$ cat config.mk
export PLATFORM = sky130hd
export DESIGN_NAME = hde_probe
export DESIGN_NICKNAME = d
export VERILOG_FILES = /design/src/rtl/hde_pkg.sv /design/src/rtl/hde_probe.sv
export VERILOG_INCLUDE_DIRS = /design/src /design/src/rtl
export SDC_FILE = /design/constraint.sdc
export NUM_CORES = 1
export LEC_CHECK = 0
export BUFFER_PORTS_ARGS = -buffer_cell sky130_fd_sc_hd__buf_2
export CELL_PAD_IN_SITES_DETAIL_PLACEMENT = 1
export CELL_PAD_IN_SITES_GLOBAL_PLACEMENT = 2
export CORE_MARGIN = 3
export CORE_UTILIZATION = 27
export CTS_CLUSTER_DIAMETER = 60
export DETAILED_ROUTE_END_ITERATION = 12
export PLACE_DENSITY = 0.79
export SLEW_MARGIN = 40
export SYNTH_ARGS = -nofsm -noshare
export SYNTH_HDL_FRONTEND = slang
export SYNTH_SLANG_ARGS = --single-unit
export TNS_END_PERCENT = 50
$ cat constraint.sdc
create_clock -name clk -period 3.4 [get_ports clk]
set_clock_uncertainty 0.05 [all_clocks]
set_input_delay 0.17 -clock clk [delete_from_list [all_inputs] [get_ports clk]]
set_output_delay 0.17 -clock clk [all_outputs]
set_load 0.05 [all_outputs]
$ cat src/rtl/hash_dictionary_encoder_top_macros.svh
// Assertion macros shared by the dictionary encoder RTL.
// Each macro expects clk and rst in scope of the module that uses it.
`ifndef HASH_DICTIONARY_ENCODER_TOP_MACROS_SVH
`define HASH_DICTIONARY_ENCODER_TOP_MACROS_SVH

// Consequent checked in the same cycle as the antecedent.
`define HDE_ASSERT_SAME(label, ante, cons, msg) \
  label: assert property (@(posedge clk) disable iff (rst) (ante) |-> (cons)) \
    else $error(msg);

// Consequent checked in the cycle after the antecedent.
`define HDE_ASSERT_NEXT(label, ante, cons, msg) \
  label: assert property (@(posedge clk) disable iff (rst) (ante) |=> (cons)) \
    else $error(msg);

`endif

$ cat src/rtl/hde_pkg.sv
// Shared constants, types and state encoding of the hash dictionary encoder.
// No dependencies; every RTL module refers to it by scoped names.
package hde_pkg;

  localparam int KEY_W           = 64;
  localparam int CFG_W           = 4;
  localparam logic [CFG_W-1:0] CFG_RESET = 4'd10;

  localparam int CODE_OUT_W      = 10;
  localparam int COUNT_OUT_W     = 32;
  localparam int DIST_OUT_W      = 11;
  localparam int TDATA_IN_W      = 64;
  localparam int TDATA_OUT_W     = 56;

  localparam int MAX_SLOTS_DEF   = 1024;
  localparam int COUNT_WIDTH_DEF = 32;

  // Finalizer constants of the splitmix64 mixer.
  localparam logic [KEY_W-1:0] HASH_M1 = 64'hbf58476d1ce4e5b9;
  localparam logic [KEY_W-1:0] HASH_M2 = 64'h94d049bb133111eb;
  localparam int HASH_SH1 = 30;
  localparam int HASH_SH2 = 27;
  localparam int HASH_SH3 = 31;

  typedef enum logic [2:0] {
    ST_CLEAR,
    ST_IDLE,
    ST_HASH,
    ST_CHECK,
    ST_COUNT,
    ST_DONE
  } state_t;

  // Enables of the slot memory and the count memory.
  typedef struct packed {
    logic slot_rd;
    logic slot_wr;
    logic cnt_rd;
    logic cnt_wr;
  } mem_ctl_t;

endpackage

$ cat src/rtl/hde_probe.sv
// Probe sequencer: clearing pass, linear probing, insert, count update and
// the result register. Drives hde_store; takes the hash from hde_hash. Uses hde_pkg.
`include "hash_dictionary_encoder_top_macros.svh"

module hde_probe #(
  parameter int MAX_SLOTS   = hde_pkg::MAX_SLOTS_DEF,
  parameter int COUNT_WIDTH = hde_pkg::COUNT_WIDTH_DEF
) (
  input  logic                                      clk,
  input  logic                                      rst,
  input  logic [hde_pkg::CFG_W-1:0]                 cap_log2,
  input  logic                                      in_valid,
  output logic                                      in_ready,
  input  logic [hde_pkg::KEY_W-1:0]                 in_key,
  input  logic                                      in_last,
  input  logic                                      hash_done,
  input  logic [hde_pkg::KEY_W-1:0]                 hash,
  output hde_pkg::mem_ctl_t                         ctl,
  output logic [$clog2(MAX_SLOTS)-1:0]              slot_addr,
  output logic [$clog2(MAX_SLOTS)+hde_pkg::KEY_W:0] slot_wdata,
  input  logic [$clog2(MAX_SLOTS)+hde_pkg::KEY_W:0] slot_rdata,
  output logic [$clog2(MAX_SLOTS)-1:0]              cnt_addr,
  output logic [COUNT_WIDTH-1:0]                    cnt_wdata,
  input  logic [COUNT_WIDTH-1:0]                    cnt_rdata,
  output logic                                      out_valid,
  input  logic                                      out_ready,
  output logic [hde_pkg::TDATA_OUT_W-1:0]           out_data,
  output logic                                      out_last
);

  localparam int ADDR_W      = $clog2(MAX_SLOTS);
  localparam int DIST_W      = ADDR_W + 1;
  localparam int LOG2_MAX    = $clog2(MAX_SLOTS + 1) - 1;
  localparam int LG_W        = $clog2(LOG2_MAX + 1);
  localparam int KW          = hde_pkg::KEY_W;
  localparam int SLOT_W      = 1 + KW + ADDR_W;
  localparam int CODE_OUT_W  = hde_pkg::CODE_OUT_W;
  localparam int COUNT_OUT_W = hde_pkg::COUNT_OUT_W;
  localparam int DIST_OUT_W  = hde_pkg::DIST_OUT_W;
  localparam int PAD_W       = hde_pkg::TDATA_OUT_W - CODE_OUT_W - COUNT_OUT_W - DIST_OUT_W - 2;

  hde_pkg::state_t state, state_next;

  logic [ADDR_W-1:0]      clr_addr;
  logic [KW-1:0]          key_reg;
  logic                   last_reg;
  logic [ADDR_W-1:0]      probe_addr;
  logic [DIST_W-1:0]      probes;
  logic [DIST_W-1:0]      probes_inc;
  logic [DIST_W-1:0]      distinct;
  logic [ADDR_W-1:0]      code_reg;
  logic                   fresh;
  logic                   ovf;
  logic [COUNT_WIDTH-1:0] cnt_res;
  logic [COUNT_WIDTH-1:0] cnt_new;

  logic [LG_W-1:0]        act_lg;
  logic [ADDR_W-1:0]      mask;
  logic [DIST_W-1:0]      cap;

  logic                   ent_used;
  logic [KW-1:0]          ent_key;
  logic [ADDR_W-1:0]      ent_code;

  logic                   do_start;
  logic                   do_insert;
  logic                   do_hit;
  logic                   do_ovf;
  logic                   do_next;
  logic                   load_out;

  logic [CODE_OUT_W-1:0]  res_code;
  logic                   res_new;
  logic [COUNT_OUT_W-1:0] res_count;
  logic [DIST_OUT_W-1:0]  res_dist;
  logic                   res_ovf;

  // Active capacity: register value clamped to 1 .. LOG2_MAX.
  always_comb begin
    if (cap_log2 == '0) begin
      act_lg = LG_W'(1);
    end else if (cap_log2 > LOG2_MAX) begin
      act_lg = LG_W'(LOG2_MAX);
    end else begin
      act_lg = LG_W'(cap_log2);
    end
    mask = ~({ADDR_W{1'b1}} << act_lg);
    cap  = {{(DIST_W-1){1'b0}}, 1'b1} << act_lg;
  end

  assign ent_used   = slot_rdata[SLOT_W-1];
  assign ent_key    = slot_rdata[SLOT_W-2 -: KW];
  assign ent_code   = slot_rdata[ADDR_W-1:0];
  assign probes_inc = probes + 1'b1;
  assign cnt_new    = (cnt_rdata == '1) ? cnt_rdata : cnt_rdata + 1'b1;

  always_comb begin
    state_next = state;
    ctl        = '0;
    slot_addr  = probe_addr;
    slot_wdata = '0;
    cnt_addr   = code_reg;
    cnt_wdata  = cnt_new;
    in_ready   = 1'b0;
    do_start   = 1'b0;
    do_insert  = 1'b0;
    do_hit     = 1'b0;
    do_ovf     = 1'b0;
    do_next    = 1'b0;
    load_out   = 1'b0;
    unique case (state)
      hde_pkg::ST_CLEAR: begin
        ctl.slot_wr = 1'b1;
        ctl.cnt_wr  = 1'b1;
        slot_addr   = clr_addr;
        cnt_addr    = clr_addr;
        cnt_wdata   = '0;
        if (clr_addr == ADDR_W'(MAX_SLOTS - 1)) begin
          state_next = hde_pkg::ST_IDLE;
        end
      end
      hde_pkg::ST_IDLE: begin
        in_ready = 1'b1;
        if (in_valid) begin
          state_next = hde_pkg::ST_HASH;
        end
      end
      hde_pkg::ST_HASH: begin
        if (hash_done) begin
          do_start    = 1'b1;
          ctl.slot_rd = 1'b1;
          slot_addr   = hash[ADDR_W-1:0] & mask;
          state_next  = hde_pkg::ST_CHECK;
        end
      end
      hde_pkg::ST_CHECK: begin
        if (!ent_used) begin
          if (distinct < cap) begin
            do_insert   = 1'b1;
            ctl.slot_wr = 1'b1;
            slot_wdata  = {1'b1, key_reg, distinct[ADDR_W-1:0]};
            ctl.cnt_rd  = 1'b1;
            cnt_addr    = distinct[ADDR_W-1:0];
            state_next  = hde_pkg::ST_COUNT;
          end else begin
            do_ovf     = 1'b1;
            state_next = hde_pkg::ST_DONE;
          end
        end else if (ent_key == key_reg) begin
          do_hit     = 1'b1;
          ctl.cnt_rd = 1'b1;
          cnt_addr   = ent_code;
          state_next = hde_pkg::ST_COUNT;
        end else if (probes_inc == cap) begin
          // Every active slot was visited without a match or a free slot.
          do_ovf     = 1'b1;
          state_next = hde_pkg::ST_DONE;
        end else begin
          do_next     = 1'b1;
          ctl.slot_rd = 1'b1;
          slot_addr   = (probe_addr + 1'b1) & mask;
        end
      end
      hde_pkg::ST_COUNT: begin
        ctl.cnt_wr = 1'b1;
        state_next = hde_pkg::ST_DONE;
      end
      hde_pkg::ST_DONE: begin
        if (!out_valid || out_ready) begin
          load_out   = 1'b1;
          state_next = hde_pkg::ST_IDLE;
        end
      end
      default: begin
        state_next = hde_pkg::ST_CLEAR;
      end
    endcase
  end

  always_ff @(posedge clk) begin
    if (rst) begin
      state     <= hde_pkg::ST_CLEAR;
      clr_addr  <= '0;
      distinct  <= '0;
      out_valid <= 1'b0;
    end else begin
      state <= state_next;
      if (state == hde_pkg::ST_CLEAR) begin
        clr_addr <= clr_addr + 1'b1;
      end
      if (do_insert) begin
        distinct <= distinct + 1'b1;
      end
      if (load_out) begin
        out_valid <= 1'b1;
      end else if (out_ready) begin
        out_valid <= 1'b0;
      end
    end
  end

  // Item payload and probe bookkeeping.
  always_ff @(posedge clk) begin
    if (in_valid && in_ready) begin
      key_reg  <= in_key;
      last_reg <= in_last;
    end
    if (ctl.slot_rd) begin
      probe_addr <= slot_addr;
    end
    if (do_start) begin
      probes <= '0;
      fresh  <= 1'b0;
      ovf    <= 1'b0;
    end else if (do_next) begin
      probes <= probes_inc;
    end
    if (do_insert) begin
      code_reg <= distinct[ADDR_W-1:0];
      fresh    <= 1'b1;
    end else if (do_hit) begin
      code_reg <= ent_code;
    end
    if (do_ovf) begin
      ovf <= 1'b1;
    end
    if (state == hde_pkg::ST_COUNT) begin
      cnt_res <= cnt_new;
    end
  end

  always_comb begin
    res_ovf   = ovf;
    res_dist  = DIST_OUT_W'(distinct);
    if (ovf) begin
      res_code  = '0;
      res_new   = 1'b0;
      res_count = '0;
    end else begin
      res_code  = CODE_OUT_W'(code_reg);
      res_new   = fresh;
      res_count = COUNT_OUT_W'(cnt_res);
    end
  end

  always_ff @(posedge clk) begin
    if (load_out) begin
      out_data <= {{PAD_W{1'b0}}, res_ovf, res_dist, res_count, res_new, res_code};
      out_last <= last_reg;
    end
  end

  `HDE_ASSERT_SAME(a_insert_updates_count,
    ctl.slot_wr && (state == hde_pkg::ST_CHECK), ctl.cnt_rd,
    "insert without count update")
  `HDE_ASSERT_NEXT(a_distinct_moves_on_insert,
    !(ctl.slot_wr && (state == hde_pkg::ST_CHECK)), $stable(distinct),
    "distinct count changed without an insert")
  `HDE_ASSERT_SAME(a_probe_bounded,
    state == hde_pkg::ST_CHECK, probes < cap,
    "probe count reached the active capacity")
  `HDE_ASSERT_SAME(a_distinct_in_range,
    1'b1, distinct <= (DIST_W'(1) << LOG2_MAX),
    "distinct count above the largest capacity")

endmodule

==> run_results.csv <==
group,metric,value,unit
routing,wl_met1,18130,um
job,maxCapViolCount,0,
timing,post-route-period-util,100.9,%
routing,wl_met3,3228,um
yosys,synth-edff-count,173,
final_layout,layout.nets,1822,
pwr,power,0.006611,W
timing,drv_slew,0,
floorplan,die_w,211.1,um
floorplan,pin_count,435,
placement,portBuffers,379,
placement,dpl.hpwl,32130,um
floorplan,initial_utilization,27.56,%
cts,cts-root-buf,"clkbuf_16",
cts,cts_buffer_depth,3,
yosys,synth_area,11350,um^2
timing,setup-violations-final,5,
routing,drc_errors,0,
yosys,synth_top_cell_by_area,"edfxtp_1",
yosys,netlist_instances,1032,
routing,initialDrtViolationCount,502,
routing,drt-total-wl,44750,um
cts,htreeDepth,1,
timing,finalHoldViolCount,0,
routing,num_vias,10387,
yosys,synth.area.top_cells,"edfxtp_1 (46%), xor2_1 (7.1%), dfxtp_1 (6.7%)",
critical_path,worst-setup-path-type,"reg2out",
timing,tightest_slew,0.7579,ns
final_layout,n_fill_cell,4563,
final_layout,fin_util,41.31,%
cts,cts_made_buffers,31,
critical_path,cp.required,3.18,ns
global_routing,grt_max_degree,51,
final_layout,multi_input_area,5378,um^2
yosys,ys_async_sr_fraction,0,%
routing,highest_layer,"met5",
timing,fin_ws,-0.02930,ns
final_layout,largest_register_ffs,64,
critical_path,arrival,3.21,ns
final_layout,area_growth,49.91,%
critical_path,cp_max_fo,6,
yosys,yosys_warnings,0,
timing,slew_headroom,49.24,%
cts,clock_latency,0.57,ns
global_routing,grt_usage,19.15,%
pwr,p_per_area,388.4,nW/um^2
global_routing,grt-ovfl-total,0,
yosys,ys_ff_latch,211,
routing,route.met2.wl,22200,um
global_routing,grt_pass1_wl,66180,um
yosys,synth.avg_cell_area,11.00,um^2
yosys,synth.distinct_cells,65,
routing,antenna_left,0,
routing,vias_per_cell,4.886,
critical_path,start_kind,"flop",
timing,period_needed,3.429,ns
min_path,hold_path.class,"in2reg",
yosys,yosysSeqAreaShare,52.46,%
final_layout,drive_above_1_share,36.42,%
global_routing,grt_pass1_vias,10982,
floorplan,coreArea,41200,um^2
cts,cts_tree,"built",
timing,rsz0062_at_grt,"yes",
floorplan,core.rowCount,74,
status,failed_checks,"setup timing",
floorplan,die_area,44550,um^2
critical_path,end_kind,"output pin",
timing,fmax,291.6,MHz
final_layout,seqCellArea,5968,um^2
placement,gp_congestion,0.8443,
yosys,synth_top_area_share,45.76,%
status,status,"finished, violations left",
placement,pre_cts_slack,0.08693,ns
final_layout,mostFrequentLayoutCells,"buf_2 (347), edfxtp_1 (173), dlygate4sd3_1 (109)",
cts,cts_sinks,211,
final_layout,final_common_cell,"buf_2",
global_routing,antenna_found_initial,9,
yosys,syn_nets,1292,
routing,routedWlPerCell,21.05,um
yosys,synthFlopType,"edfxtp_1",
routing,drtPass1Iterations,5,
pwr,peakVddDrop,0.3274,mV
floorplan,fp.dieH,211.1,um
cts,path_clk_slew,0.06,ns
pwr,p_leak,7.067,nW
## cells by family (layout without fill, tap and decap cells)
group / Yosys count / count (layout) / synth area share (%)
buffers and inverters: 80 / 634 / 2.965
DFF: 211 / 211 / 52.46
and+or+nand+nor: 435 / 436 / 21.42
AOI/OAI and AO/OA: 135 / 135 / 8.916
muxes: 25 / 25 / 2.336
other: 1 / 8 / 0.03303
xor gates and xnor gates: 130 / 130 / 10.22
adders and majority gates: 15 / 15 / 1.653
## repair_timing
action	4_1_cts	5_1_grt
cloned	0	2
setup buffers	3	6
pin swaps	13	5
hold buffers	109	0
endpoints found under the setup margin	22	78
resized for setup	53	31
endpoints found under the hold margin	107	0
## worst max-delay path, cell delays in order (launching register included)
cell and delay [ns]:
edfxtp_1 0.45, xor2_1 0.18, nor4_2 0.46, buf_4 0.18, nand4_1 0.14, nor4_4 0.23
buf_6 0.17, or2b_4 0.22, nor2_4 0.10, a221o_1 0.35, buf_6 0.17
## Yosys cell counts (8+ instances only)
cell type	instances
xnor2_1	36
a31oi_1	11
nor4_1	20
and3_1	21
mux2_2	12
nand3_1	42
dfxtp_1	38
nor2_1	59
o21ai_0	8
a22oi_1	11
xor2_1	92
a21oi_1	13
nand4_1	27
clkbuf_1	41
a211oi_1	19
o211a_1	10
o2111ai_1	8
o31ai_1	14
buf_2	8
ha_1	15
nor2b_1	67
mux2i_1	13
nand2_1	58
inv_1	21
and2_1	85
nor3_1	23
edfxtp_1	173
## layer usage
metal / GRT usage (%) / vias up
met2: 33.28 / 364
met4: 6.143 / 4
met3: 4.560 / 76
li1: - / 4826
met5: 0 / -
met1: 23.52 / 5117
## power breakdown
part	switching, W	leakage, nW	total, W	internal [W]
Sequential	0.0000318	1.85	0.00283	0.00280
Combinational	0.000281	4.71	0.000581	0.000300
Clock	0.00130	0.506	0.00320	0.00190
Total	0.00162	7.07	0.00661	0.00500
## through the flow
step                      instances   TNS, ns  hold WS, ns  area, um^2
final                          2126  -0.07906      0.04456       17020
after global routing           2126    -1.499      0.02858       17020
after CTS                      2111   -0.7285     0.004004       16810
after detailed placement       1941         0       0.2986       14460
after global placement         1941         0       0.2971       14440
after floorplan                1032         0       0.2189       11430
## layout make-up
type                    instances  share of cell area [%]
well taps                     532                   3.911
multi-input cells             742                   31.60
flip-flops and latches        211                   35.07
clock buffers                  34                   4.749
repair buffers                554                   22.80
clock inverters                24                   1.286
inverters                      22                  0.4852
diodes                          7                  0.1029
## path summary, 6_finish.rpt
check                startpoint            to  slack, ns  cells after the start
setup reg to reg    key_reg[30]   code_reg[0]       0.48                     11
hold / removal    cnt_rdata[21]   cnt_res[21]       0.04                      2
setup / recovery    key_reg[30]  slot_addr[9]      -0.03                     10
hold reg to reg        last_reg      out_last       0.39                      0
Power figures use the tool's default switching activity.
